[config.mk]
export PLATFORM = sky130hd
export DESIGN_NAME = move_to_front_search_table_core_flat
export DESIGN_NICKNAME = d
export VERILOG_FILES = /design/src/rtl/mtf_pkg.sv /design/src/rtl/mtf_in_if.sv /design/src/rtl/mtf_out_if.sv /design/src/rtl/move_to_front_search_table_core.sv /design/src/rtl/mtf_ram.sv /design/src/flat_wrapper.sv
export SDC_FILE = /design/constraint.sdc
export NUM_CORES = 1
export LEC_CHECK = 0
export BUFFER_PORTS_ARGS = -buffer_cell sky130_fd_sc_hd__buf_2
export CAP_MARGIN = 20
export CORE_AREA = 10 10 256 209
export DETAILED_ROUTE_END_ITERATION = 6
export DIE_AREA = 0 0 266 219
export HOLD_SLACK_MARGIN = 0.05
export PLACE_DENSITY = 0.68
export SLEW_MARGIN = 40
export SYNTH_ARGS = -nofsm -noshare
export SYNTH_HDL_FRONTEND = slang
export SYNTH_SLANG_ARGS = --single-unit
[constraint.sdc]
create_clock -name clk -period 3.35 [get_ports clk]
set_input_delay 0.1675 -clock clk [delete_from_list [all_inputs] [get_ports clk]]
set_output_delay 0.1675 -clock clk [all_outputs]
set_load 0.05 [all_outputs]
[src/rtl/mtf_pkg.sv]
// Package for the move-to-front search table.
// Holds the field widths, default depth, codes and state type used by the core, interfaces, checker and testbench.
// Depends on nothing.
`default_nettype none

package mtf_pkg;

  localparam int DEPTH_DEFAULT = 16;
  localparam int KEY_W         = 32;
  localparam int STATUS_W      = 2;
  localparam int POS_W         = 5;
  localparam int COUNT_W       = 5;

  typedef enum logic {
    OP_PUSH   = 1'b0,
    OP_SEARCH = 1'b1
  } opcode_t;

  typedef enum logic [STATUS_W-1:0] {
    STATUS_PUSHED    = 2'd0,
    STATUS_FOUND     = 2'd1,
    STATUS_NOT_FOUND = 2'd2,
    STATUS_FULL      = 2'd3
  } status_t;

  typedef enum logic [2:0] {
    ST_IDLE,
    ST_SCAN,
    ST_SHIFT,
    ST_FRONT,
    ST_FINISH
  } state_t;

endpackage

`default_nettype wire

[src/rtl/mtf_in_if.sv]
// Request channel of the move-to-front search table: valid, ready, opcode and key.
// Depends on mtf_pkg for the key width.
`default_nettype none

interface mtf_in_if;
  logic                            valid;
  logic                            ready;
  logic                            opcode;
  logic signed [mtf_pkg::KEY_W-1:0] key;

  modport source (output valid, output opcode, output key, input ready);
  modport sink (input valid, input opcode, input key, output ready);
endinterface

`default_nettype wire

[src/rtl/mtf_out_if.sv]
// Result channel of the move-to-front search table: valid, ready, status, position, count.
// Depends on mtf_pkg for the field widths.
`default_nettype none

interface mtf_out_if;
  logic                          valid;
  logic                          ready;
  logic [mtf_pkg::STATUS_W-1:0]  status;
  logic [mtf_pkg::POS_W-1:0]     position;
  logic [mtf_pkg::COUNT_W-1:0]   entry_count;

  modport source (output valid, output status, output position, output entry_count,
                  input ready);
  modport sink (input valid, input status, input position, input entry_count,
                output ready);
endinterface

`default_nettype wire

[src/rtl/move_to_front_search_table_core.sv]
// Top level of the move-to-front search table.
// Depends on mtf_pkg, mtf_in_if, mtf_out_if and mtf_ram.
//
// The block holds up to DEPTH signed 32-bit keys in one key memory, front first. A push
// puts its key at the front; a push to a full table is refused with status full. A search
// scans from the front for the first equal key and, on a hit, moves that entry to the
// front. One request is processed at a time and the next transfer is taken once the
// previous result has been handed to the result register, which may still be waiting.
// A push shifts the held entries back by one and writes its key at the front; a search
// that hits shifts the entries ahead of the hit back by one and writes the key at the
// front, and a miss scans every held entry. The single read port of the key memory sets
// the pace: the scan reads one entry a cycle and the shift moves one entry a cycle.
`default_nettype none

module move_to_front_search_table_core #(
  parameter int DEPTH = mtf_pkg::DEPTH_DEFAULT
) (
  input wire logic   clk,
  input wire logic   rst,
  mtf_in_if.sink     req,
  mtf_out_if.source  rsp
);

  localparam int AW = $clog2(DEPTH);
  localparam int CW = $clog2(DEPTH + 1);

  mtf_pkg::state_t               state, state_next;
  logic [CW-1:0]                 count, count_next;
  logic [mtf_pkg::KEY_W-1:0]     op_key, op_key_next;
  logic [CW-1:0]                 ridx, ridx_next;
  logic [AW-1:0]                 cidx, cidx_next;
  logic                          cmp_ok, cmp_ok_next;
  logic [AW-1:0]                 sidx, sidx_next;
  logic [AW-1:0]                 lastrd, lastrd_next;
  logic                          sh_ok, sh_ok_next;
  mtf_pkg::status_t              res_status, res_status_next;
  logic [CW-1:0]                 res_pos, res_pos_next;
  logic                          out_valid, out_valid_next;
  mtf_pkg::status_t              out_status, out_status_next;
  logic [mtf_pkg::POS_W-1:0]     out_position, out_position_next;
  logic [mtf_pkg::COUNT_W-1:0]   out_count, out_count_next;

  logic                          ram_we;
  logic [AW-1:0]                 ram_waddr;
  logic [mtf_pkg::KEY_W-1:0]     ram_wdata;
  logic [AW-1:0]                 ram_raddr;
  logic [mtf_pkg::KEY_W-1:0]     ram_rdata;

  mtf_ram #(
    .WIDTH (mtf_pkg::KEY_W),
    .DEPTH (DEPTH)
  ) u_key_ram (
    .clk   (clk),
    .we    (ram_we),
    .waddr (ram_waddr),
    .wdata (ram_wdata),
    .raddr (ram_raddr),
    .rdata (ram_rdata)
  );

  assign req.ready       = (state == mtf_pkg::ST_IDLE);
  assign rsp.valid       = out_valid;
  assign rsp.status      = out_status;
  assign rsp.position    = out_position;
  assign rsp.entry_count = out_count;

  always_ff @(posedge clk) begin
    if (rst) begin
      state     <= mtf_pkg::ST_IDLE;
      count     <= '0;
      out_valid <= 1'b0;
      cmp_ok    <= 1'b0;
      sh_ok     <= 1'b0;
    end else begin
      state     <= state_next;
      count     <= count_next;
      out_valid <= out_valid_next;
      cmp_ok    <= cmp_ok_next;
      sh_ok     <= sh_ok_next;
    end
  end

  always_ff @(posedge clk) begin
    op_key       <= op_key_next;
    ridx         <= ridx_next;
    cidx         <= cidx_next;
    sidx         <= sidx_next;
    lastrd       <= lastrd_next;
    res_status   <= res_status_next;
    res_pos      <= res_pos_next;
    out_status   <= out_status_next;
    out_position <= out_position_next;
    out_count    <= out_count_next;
  end

  always_comb begin
    state_next        = state;
    count_next        = count;
    op_key_next       = op_key;
    ridx_next         = ridx;
    cidx_next         = cidx;
    cmp_ok_next       = cmp_ok;
    sidx_next         = sidx;
    lastrd_next       = lastrd;
    sh_ok_next        = sh_ok;
    res_status_next   = res_status;
    res_pos_next      = res_pos;
    out_valid_next    = out_valid && !rsp.ready;
    out_status_next   = out_status;
    out_position_next = out_position;
    out_count_next    = out_count;
    ram_we            = 1'b0;
    ram_waddr         = '0;
    ram_wdata         = op_key;
    ram_raddr         = ridx[AW-1:0];

    unique case (state)
      mtf_pkg::ST_IDLE: begin
        if (req.valid) begin
          op_key_next  = req.key;
          res_pos_next = '0;
          ridx_next    = '0;
          cmp_ok_next  = 1'b0;
          sh_ok_next   = 1'b0;
          if (req.opcode == mtf_pkg::OP_PUSH) begin
            if (count == CW'(DEPTH)) begin
              res_status_next = mtf_pkg::STATUS_FULL;
              state_next      = mtf_pkg::ST_FINISH;
            end else begin
              res_status_next = mtf_pkg::STATUS_PUSHED;
              count_next      = count + 1'b1;
              if (count == '0) begin
                state_next = mtf_pkg::ST_FRONT;
              end else begin
                sidx_next  = AW'(count - 1'b1);
                state_next = mtf_pkg::ST_SHIFT;
              end
            end
          end else begin
            res_status_next = mtf_pkg::STATUS_NOT_FOUND;
            if (count == '0) begin
              state_next = mtf_pkg::ST_FINISH;
            end else begin
              state_next = mtf_pkg::ST_SCAN;
            end
          end
        end
      end

      mtf_pkg::ST_SCAN: begin
        ram_raddr = ridx[AW-1:0];
        if (cmp_ok && (ram_rdata == op_key)) begin
          res_status_next = mtf_pkg::STATUS_FOUND;
          res_pos_next    = CW'(cidx) + 1'b1;
          cmp_ok_next     = 1'b0;
          if (cidx == '0) begin
            state_next = mtf_pkg::ST_FRONT;
          end else begin
            sidx_next  = cidx - 1'b1;
            state_next = mtf_pkg::ST_SHIFT;
          end
        end else if (cmp_ok && (CW'(cidx) == count - 1'b1)) begin
          cmp_ok_next = 1'b0;
          state_next  = mtf_pkg::ST_FINISH;
        end else begin
          cmp_ok_next = (ridx < count);
          cidx_next   = ridx[AW-1:0];
          ridx_next   = ridx + 1'b1;
        end
      end

      mtf_pkg::ST_SHIFT: begin
        ram_raddr = sidx;
        ram_we    = sh_ok;
        ram_waddr = lastrd + 1'b1;
        ram_wdata = ram_rdata;
        if (sh_ok && (lastrd == '0)) begin
          sh_ok_next = 1'b0;
          state_next = mtf_pkg::ST_FRONT;
        end else begin
          lastrd_next = sidx;
          sh_ok_next  = 1'b1;
          sidx_next   = sidx - 1'b1;
        end
      end

      mtf_pkg::ST_FRONT: begin
        ram_we     = 1'b1;
        ram_waddr  = '0;
        ram_wdata  = op_key;
        state_next = mtf_pkg::ST_FINISH;
      end

      mtf_pkg::ST_FINISH: begin
        if (!out_valid || rsp.ready) begin
          out_valid_next    = 1'b1;
          out_status_next   = res_status;
          out_position_next = mtf_pkg::POS_W'(res_pos);
          out_count_next    = mtf_pkg::COUNT_W'(count);
          state_next        = mtf_pkg::ST_IDLE;
        end
      end

      default: begin
        state_next = mtf_pkg::ST_IDLE;
      end
    endcase
  end

endmodule

`default_nettype wire

[src/rtl/mtf_ram.sv]
// Generic simple dual-port RAM: one write port, one read port with registered read data.
// Depends on nothing.
`default_nettype none

module mtf_ram #(
  parameter int WIDTH = 32,
  parameter int DEPTH = 16
) (
  input  wire logic                     clk,
  input  wire logic                     we,
  input  wire logic [$clog2(DEPTH)-1:0] waddr,
  input  wire logic [WIDTH-1:0]         wdata,
  input  wire logic [$clog2(DEPTH)-1:0] raddr,
  output logic      [WIDTH-1:0]         rdata
);

  logic [WIDTH-1:0] mem [DEPTH];

  always_ff @(posedge clk) begin
    if (we) begin
      mem[waddr] <= wdata;
    end
    rdata <= mem[raddr];
  end

endmodule

`default_nettype wire

[src/flat_wrapper.sv]
// flat-port wrapper written by rule: the top's interface ports become plain ports
module move_to_front_search_table_core_flat 
#(
  parameter int DEPTH = mtf_pkg::DEPTH_DEFAULT
)
  (clk, rst, req_valid, req_opcode, req_key, req_ready, rsp_valid, rsp_status, rsp_position, rsp_entry_count, rsp_ready);
  mtf_in_if req_i ();
  mtf_out_if rsp_i ();
  input wire logic clk;
  input wire logic rst;
  input wire logic [$bits(req_i.valid)-1:0] req_valid;
  input wire logic [$bits(req_i.opcode)-1:0] req_opcode;
  input wire logic [$bits(req_i.key)-1:0] req_key;
  output wire logic [$bits(req_i.ready)-1:0] req_ready;
  output wire logic [$bits(rsp_i.valid)-1:0] rsp_valid;
  output wire logic [$bits(rsp_i.status)-1:0] rsp_status;
  output wire logic [$bits(rsp_i.position)-1:0] rsp_position;
  output wire logic [$bits(rsp_i.entry_count)-1:0] rsp_entry_count;
  input wire logic [$bits(rsp_i.ready)-1:0] rsp_ready;
  assign req_i.valid = req_valid;
  assign req_i.opcode = req_opcode;
  assign req_i.key = req_key;
  assign req_ready = req_i.ready;
  assign rsp_valid = rsp_i.valid;
  assign rsp_status = rsp_i.status;
  assign rsp_position = rsp_i.position;
  assign rsp_entry_count = rsp_i.entry_count;
  assign rsp_i.ready = rsp_ready;
  move_to_front_search_table_core #(.DEPTH(DEPTH)) u_core (.clk(clk), .rst(rst), .req(req_i), .rsp(rsp_i));
endmodule
==> results of run 1 <==
[logic make-up after synthesis]
| logic type | after synthesis | synth area share |
|---|---|---|
| xor+xnor | 51 | 0.0187 |
| fa+ha+maj | 12 | 0.00628 |
| flops | 623 | 0.765 |
| compound gates | 103 | 0.0298 |
| buf+inv | 70 | 0.0126 |
| mux | 137 | 0.124 |
| simple gates | 240 | 0.0437 |
[synth_stat cells (all sizes together), types with 2 or more instances]
cell type	n	area [µm²]
and3	4	25.0
clkbuf	27	101
mux2i	9	90.1
xor2	10	87.6
a21o	4	30.0
a22oi	64	480
xnor2	41	359
inv	13	48.8
or3b	2	17.5
nor2	44	165
a31oi	3	18.8
buf	30	150
ha	12	150
nor3b	2	26.3
nand2	146	548
nand4	13	81.3
a21oi	12	60.1
mux4	128	2880
nand2b	5	31.3
and2	2	12.5
nor4	3	18.8
o21ai	13	65.1
edfxtp	580	17400
nor3	5	25.0
nand3	7	35.0
dfxtp	43	861
[state kept, by name (all words and copies together), names as in the netlist]
register	cells
u_core.u_key_ram.mem	512
u_core.op_key	32
u_core.u_key_ram.rdata	32
u_core.count	5
u_core.res_pos	5
u_core.ridx	5
u_core.rsp.entry_count	5
u_core.rsp.position	5
u_core.cidx	4
u_core.lastrd	4
u_core.sidx	4
u_core.state	3
u_core.res_status	2
u_core.rsp.status	2
u_core.cmp_ok	1
u_core.rsp.valid	1
u_core.sh_ok	1
[power by group through the flow]
| stage | Clock (mW) | Sequential, mW | Combinational, mW |
|---|---|---|---|
| global placement | 0 | 10.6 | 6.96 |
| CTS | 6.86 | 10.4 | 7.15 |
| floorplan | 0 | 10.5 | 4.76 |
| detailed placement | 0 | 10.6 | 7.10 |
| finish | 6.73 | 10.4 | 7.12 |
| global route | 7.18 | 10.5 | 7.71 |
[metal layers]
layer	track usage	vias up	part of all wire
met2	0.282	444	0.46
met4	0.0335	2	0.013
met3	0.0454	61	0.080
li1	-	5255	-
met1	0.268	6309	0.45
met5	0	-	0.00025
[worst reg2reg max path, stage by stage (launching register included)]
cell,delay [ns]
dfxtp_1,0.53
nor3b_4,0.33
buf_4,0.59
mux2i_1,0.56
nor2_4,0.07
buf_4,0.32
a22oi_1,0.38
nand2_1,0.10
[path summary, 6_finish.rpt]
kind | from | end | slack, ns
hold reg to reg | u_core.res_pos[2] | u_core.rsp.position[2] | 0.42
setup / recovery | u_core.state[1] | u_core.u_key_ram.rdata[5] | 0.35
setup reg to reg | u_core.state[1] | u_core.u_key_ram.rdata[5] | 0.35
hold / removal | req_valid | u_core.cmp_ok | 0.11
[through the flow]
stage          total power, mW   util
6_report                  24.3  0.581
5_1_grt                   25.4  0.581
4_1_cts                   24.4  0.581
3_5_place_dp              17.7  0.533
3_3_place_gp              17.5  0.533
2_1_floorplan             15.2      -
[final cells by class]
type,count,area [µm²]
Clock buffer,78,1620
Fill cell,3526,20100
Timing Repair Buffer,147,1350
Sequential cell,623,18300
Multi-Input combinational cell,543,5510
Tap cell,629,787
Inverter,13,48.8
Clock inverter,30,373
==> results.ini, run 1 <==
[status]
status = finished clean

[sta]
fmax_mhz = 333
max_slew_margin = 0.538
final.setup.tns_ns = 0
fin_skew_ns = 0.0282
layout_setup_ws_ns = 0.347
hold_viol_final = 0
min_period_over_period = 0.896
setup_viol = 0
drv_slew = 0
rsz0062_at_grt = no
holdWs_ns = 0.105
period_needed_ns = 3.00
worst_pin_slew_ns = 0.684

[critical_path]
crit_path_end_kind = flip-flop
critPathTopFamily = buffers and inverters
crit_cells = 7
r2r_cells = 7
crit_fanout = 42
cp_cell_sequence = nor3b_4 > buf_4 > mux2i_1 > nor2_4 > buf_4 > a22oi_1 > nand2_1
critical_path_buf_inv_count = 2
critPathMaxStageDelay_ns = 0.59
cp.required_ns = 3.84
path_common_cell = buf_4
crit_arrival_ns = 3.50
slowest_stage = buf_4
path_class = flip-flop to flip-flop
start_kind = flip-flop

[clock_network]
path_clk_slew_ns = 0.06
cts_max_path_buffers = 3
cts_buffers = 57
ctsHoldBuffers = 35
cts_resized = 0
cts_tree = yes
postCtsSetupRepairBufs = 0
clock_sinks = 623
htreeDepth = 2
clkLatencyLatePin_ns = 0.64
cts_root_buf = clkbuf_16

[floorplanning]
ios = 51
design.core.area_um2 = 48100
die_height_um = 219
initial_core_util = 0.497
die_x_um = 266
dieArea_um2 = 58300
rows = 72

[drt]
routed_wl_um = 53000
drc_errors = 0
via_per_inst = 5.85
vias = 12100
drt_iter0_drc = 1311
final_antenna_net_count = 0
drt-pass1-iter-count = 5
detail_route.wl_per_cell_um = 25.7

[global_route]
grt_pass1_vias = 12200
gr-total-overflow = 0
track_usage = 0.184
antenna_found_initial = 1
grt_pass1_wl_um = 79700
grt_max_degree = 44

[finish]
drive_gt1_frac = 0.254
stdcell_count = 2063
layout.nets = 1434
layout_commonest_cell = edfxtp_1
synthToLayoutAreaGrowth_pct = 17.0
antenna_cells = 0
final_cell_mix = edfxtp_1 (580), nand2_1 (146), mux4_2 (128)
final_area_um2 = 28000

[placed_design]
port_buffers = 50
dp.cells = 1920
placed_area_um2 = 25600
gp_congestion = 0.774
dp_hpwl_um = 30400
post-place-ws_ns = 0.482

[synthesis]
synth_flop_cell = edfxtp_1
async_reset_ff_frac = 0
synth_edf_count = 580
synth_area_um2 = 23900
ys_seq_area_frac = 0.765
ys_warn_count = 0
syn_area_per_cell_um2 = 19.3
synthCells = 1236
syn_nets = 1285
synth_seq_cells = 623
synth_cell_types = 43

[power]
switching_share = 0.309
internal_power_mw = 16.8
p_seq_frac = 0.430
power_leakage_nw = 9.26
p_sw_mw = 7.50
clock_power_share = 0.277
power_density_nw_per_um2 = 868
peakVddDrop_mv = 0.498
power_frac_comb = 0.293

[hold_path]
min_path_type = input pin to flip-flop
hold_depth = 4

[job]
cap_violations = 0

Power figures use the tool's default switching activity.
==> inputs of run 2 (changes only) <==
- BUFFER_PORTS_ARGS: -buffer_cell sky130_fd_sc_hd__buf_2 -> -buffer_cell sky130_fd_sc_hd__buf_4
- CORE_AREA: 10 10 256 209 -> 10 10 327 266
- DIE_AREA: 0 0 266 219 -> 0 0 337 276
- PLACE_DENSITY: 0.68 -> unset
==> run 2 against run 1 <==
Net effect: sequential share of layout area shrank 0.85 points; critical path depth down 1; global-route usage is 6.7 points lower; non-clock buffer count down 4; die area grew 60%; highest routed layer is now met4.
==> results.ini, run 2 (same netlist as run 1, synthesis figures left out) <==
[status]
status = finished clean

[sta]
fmax_mhz = 352
period_needed_ns = 2.84
min_period_over_period = 0.848
max_slew_margin = 0.603
hold_viol_final = 0
layout_setup_ws_ns = 0.510
final.setup.tns_ns = 0
rsz0062_at_grt = no
drv_slew = 0
worst_pin_slew_ns = 0.594
fin_skew_ns = 0.0508
setup_viol = 0

[finish]
layout.nets = 1431
largest_reg_flops = 512
fill_cells = 7365
final_cell_mix = edfxtp_1 (580), nand2_1 (146), mux4_2 (128)
drive_gt1_frac = 0.244
regMostFlops = u_core.u_key_ram.mem
layout_commonest_cell = edfxtp_1
synthToLayoutAreaGrowth_pct = 18.5
final_area_um2 = 28300
reg_top3 = u_core.u_key_ram.mem: 512 flops, u_core.op_key: 32 flops, u_core.u_key_ram.rdata: 32 flops
antenna_cells = 0

[clock_network]
clock_sinks = 623
cts_buffers = 58
cts_root_buf = clkbuf_16
htreeDepth = 2
clkLatencyLatePin_ns = 0.64
ctsHoldBuffers = 35
postCtsSetupRepairBufs = 0
cts_tree = yes
path_clk_slew_ns = 0.06
cts_resized = 0
cts_max_path_buffers = 3

[drt]
final_antenna_net_count = 0
via_per_inst = 4.89
drc_errors = 0
drt-pass1-iter-count = 5
detail_route.wl_per_cell_um = 22.5
drt_iter0_drc = 1203
routed_wl_um = 55700
vias = 12100

[placed_design]
port_buffers = 50
gp_congestion = 0.782
post-place-ws_ns = 0.551
placed_area_um2 = 26100
dp_hpwl_um = 32300

[critical_path]
crit_fanout = 28
cp.required_ns = 3.64
start_kind = flip-flop
r2r_setup_slack_ns = 0.51
r2r_start = u_core.state[1]
r2r_cells = 6
crit_path_end_kind = flip-flop
crit_arrival_ns = 3.13
rr_endpoint = u_core.u_key_ram.mem[15][1]
path_class = flip-flop to flip-flop

[power]
power_density_nw_per_um2 = 844
power_leakage_nw = 9.18
peakVddDrop_mv = 0.487

[hold_path]
min_path_type = input pin to flip-flop
hold_path_end = u_core.cmp_ok
worstHoldStart = req_valid
hold_depth = 4

[floorplanning]
rows = 93
die_x_um = 337
ios = 51
initial_core_util = 0.299
design.core.area_um2 = 80100
die_height_um = 276
dieArea_um2 = 93000

[global_route]
busiest_layer = met1
grt_pass1_vias = 12200
use_met3 = 0.0254
gr-total-overflow = 0
track_usage = 0.117
grt.met2_usage = 0.171
grt_pass1_wl_um = 82000
antenna_found_initial = 0
grt_max_degree = 52
use_met1 = 0.176

[job]
cap_violations = 0

## run 2: cell types whose count changed in the layout (fill, tap and decap cells not counted), sizes merged
cell	before	now
clkinv	18	21
clkinvlp	3	5
clkbuf	78	79
bufinv	6	2
buf	112	108
## run 2: metrics by stage
stage          cells  power, mW  utilization  hold WS (ns)
6_report        2477       23.9        0.354         0.111
2_1_floorplan   1236       15.2            -         0.266
4_1_cts         2477       24.1        0.354        0.0627
3_5_place_dp    2332       17.7        0.326         0.347
5_1_grt         2477       25.0        0.354         0.121
3_3_place_gp    2332       17.6        0.326         0.346
## run 2: area by class of cell
cell class	count	area, µm²	area share
inverters	13	48.8	0.00172
well taps	1045	1310	0.0462
repair buffers	143	1350	0.0476
flip-flops and latches	623	18300	0.645
clock buffers	79	1570	0.0554
multi-input cells	543	5510	0.194
clock inverters	31	273	0.00963
## run 2: power by group
part           total [mW]  switching (mW)  internal, mW
Sequential           10.4           0.450          9.96
Combinational        7.14            4.22          2.92
Clock                6.35            2.88          3.47
## run 2: worst max-delay path by stage
stage | start | endpoint | slack [ns] | cells past startpoint
global route | u_core.state[1] | u_core.u_key_ram.mem[14][28] | 0.39 | 6
floorplan | u_core.state[2] | u_core.op_key[0] | 0.18 | 4
CTS | u_core.state[1] | u_core.u_key_ram.mem[15][28] | 0.55 | 6
global placement | u_core.lastrd[0] | u_core.u_key_ram.mem[4][10] | 0.65 | 7
finish | u_core.state[1] | u_core.u_key_ram.mem[15][1] | 0.51 | 6
detailed placement | u_core.state[1] | u_core.u_key_ram.mem[15][25] | 0.55 | 6
## run 2: per-layer routing
layer  vias to the layer above  wire length (µm)  share of wire
met5                         -                 0              0
met4                         0               854          0.015
met3                        66              3800          0.068
met2                       384             24600           0.44
met1                      6402             26400           0.47
li1                       5257                 -              -
## run 2: worst max-delay path, cell delays in order (launching register included)
cell,delay [ns]
dfxtp_1,0.52
nor3b_4,0.34
buf_4,0.40
buf_4,0.36
nand2_1,0.30
nor2_4,0.28
buf_12,0.28
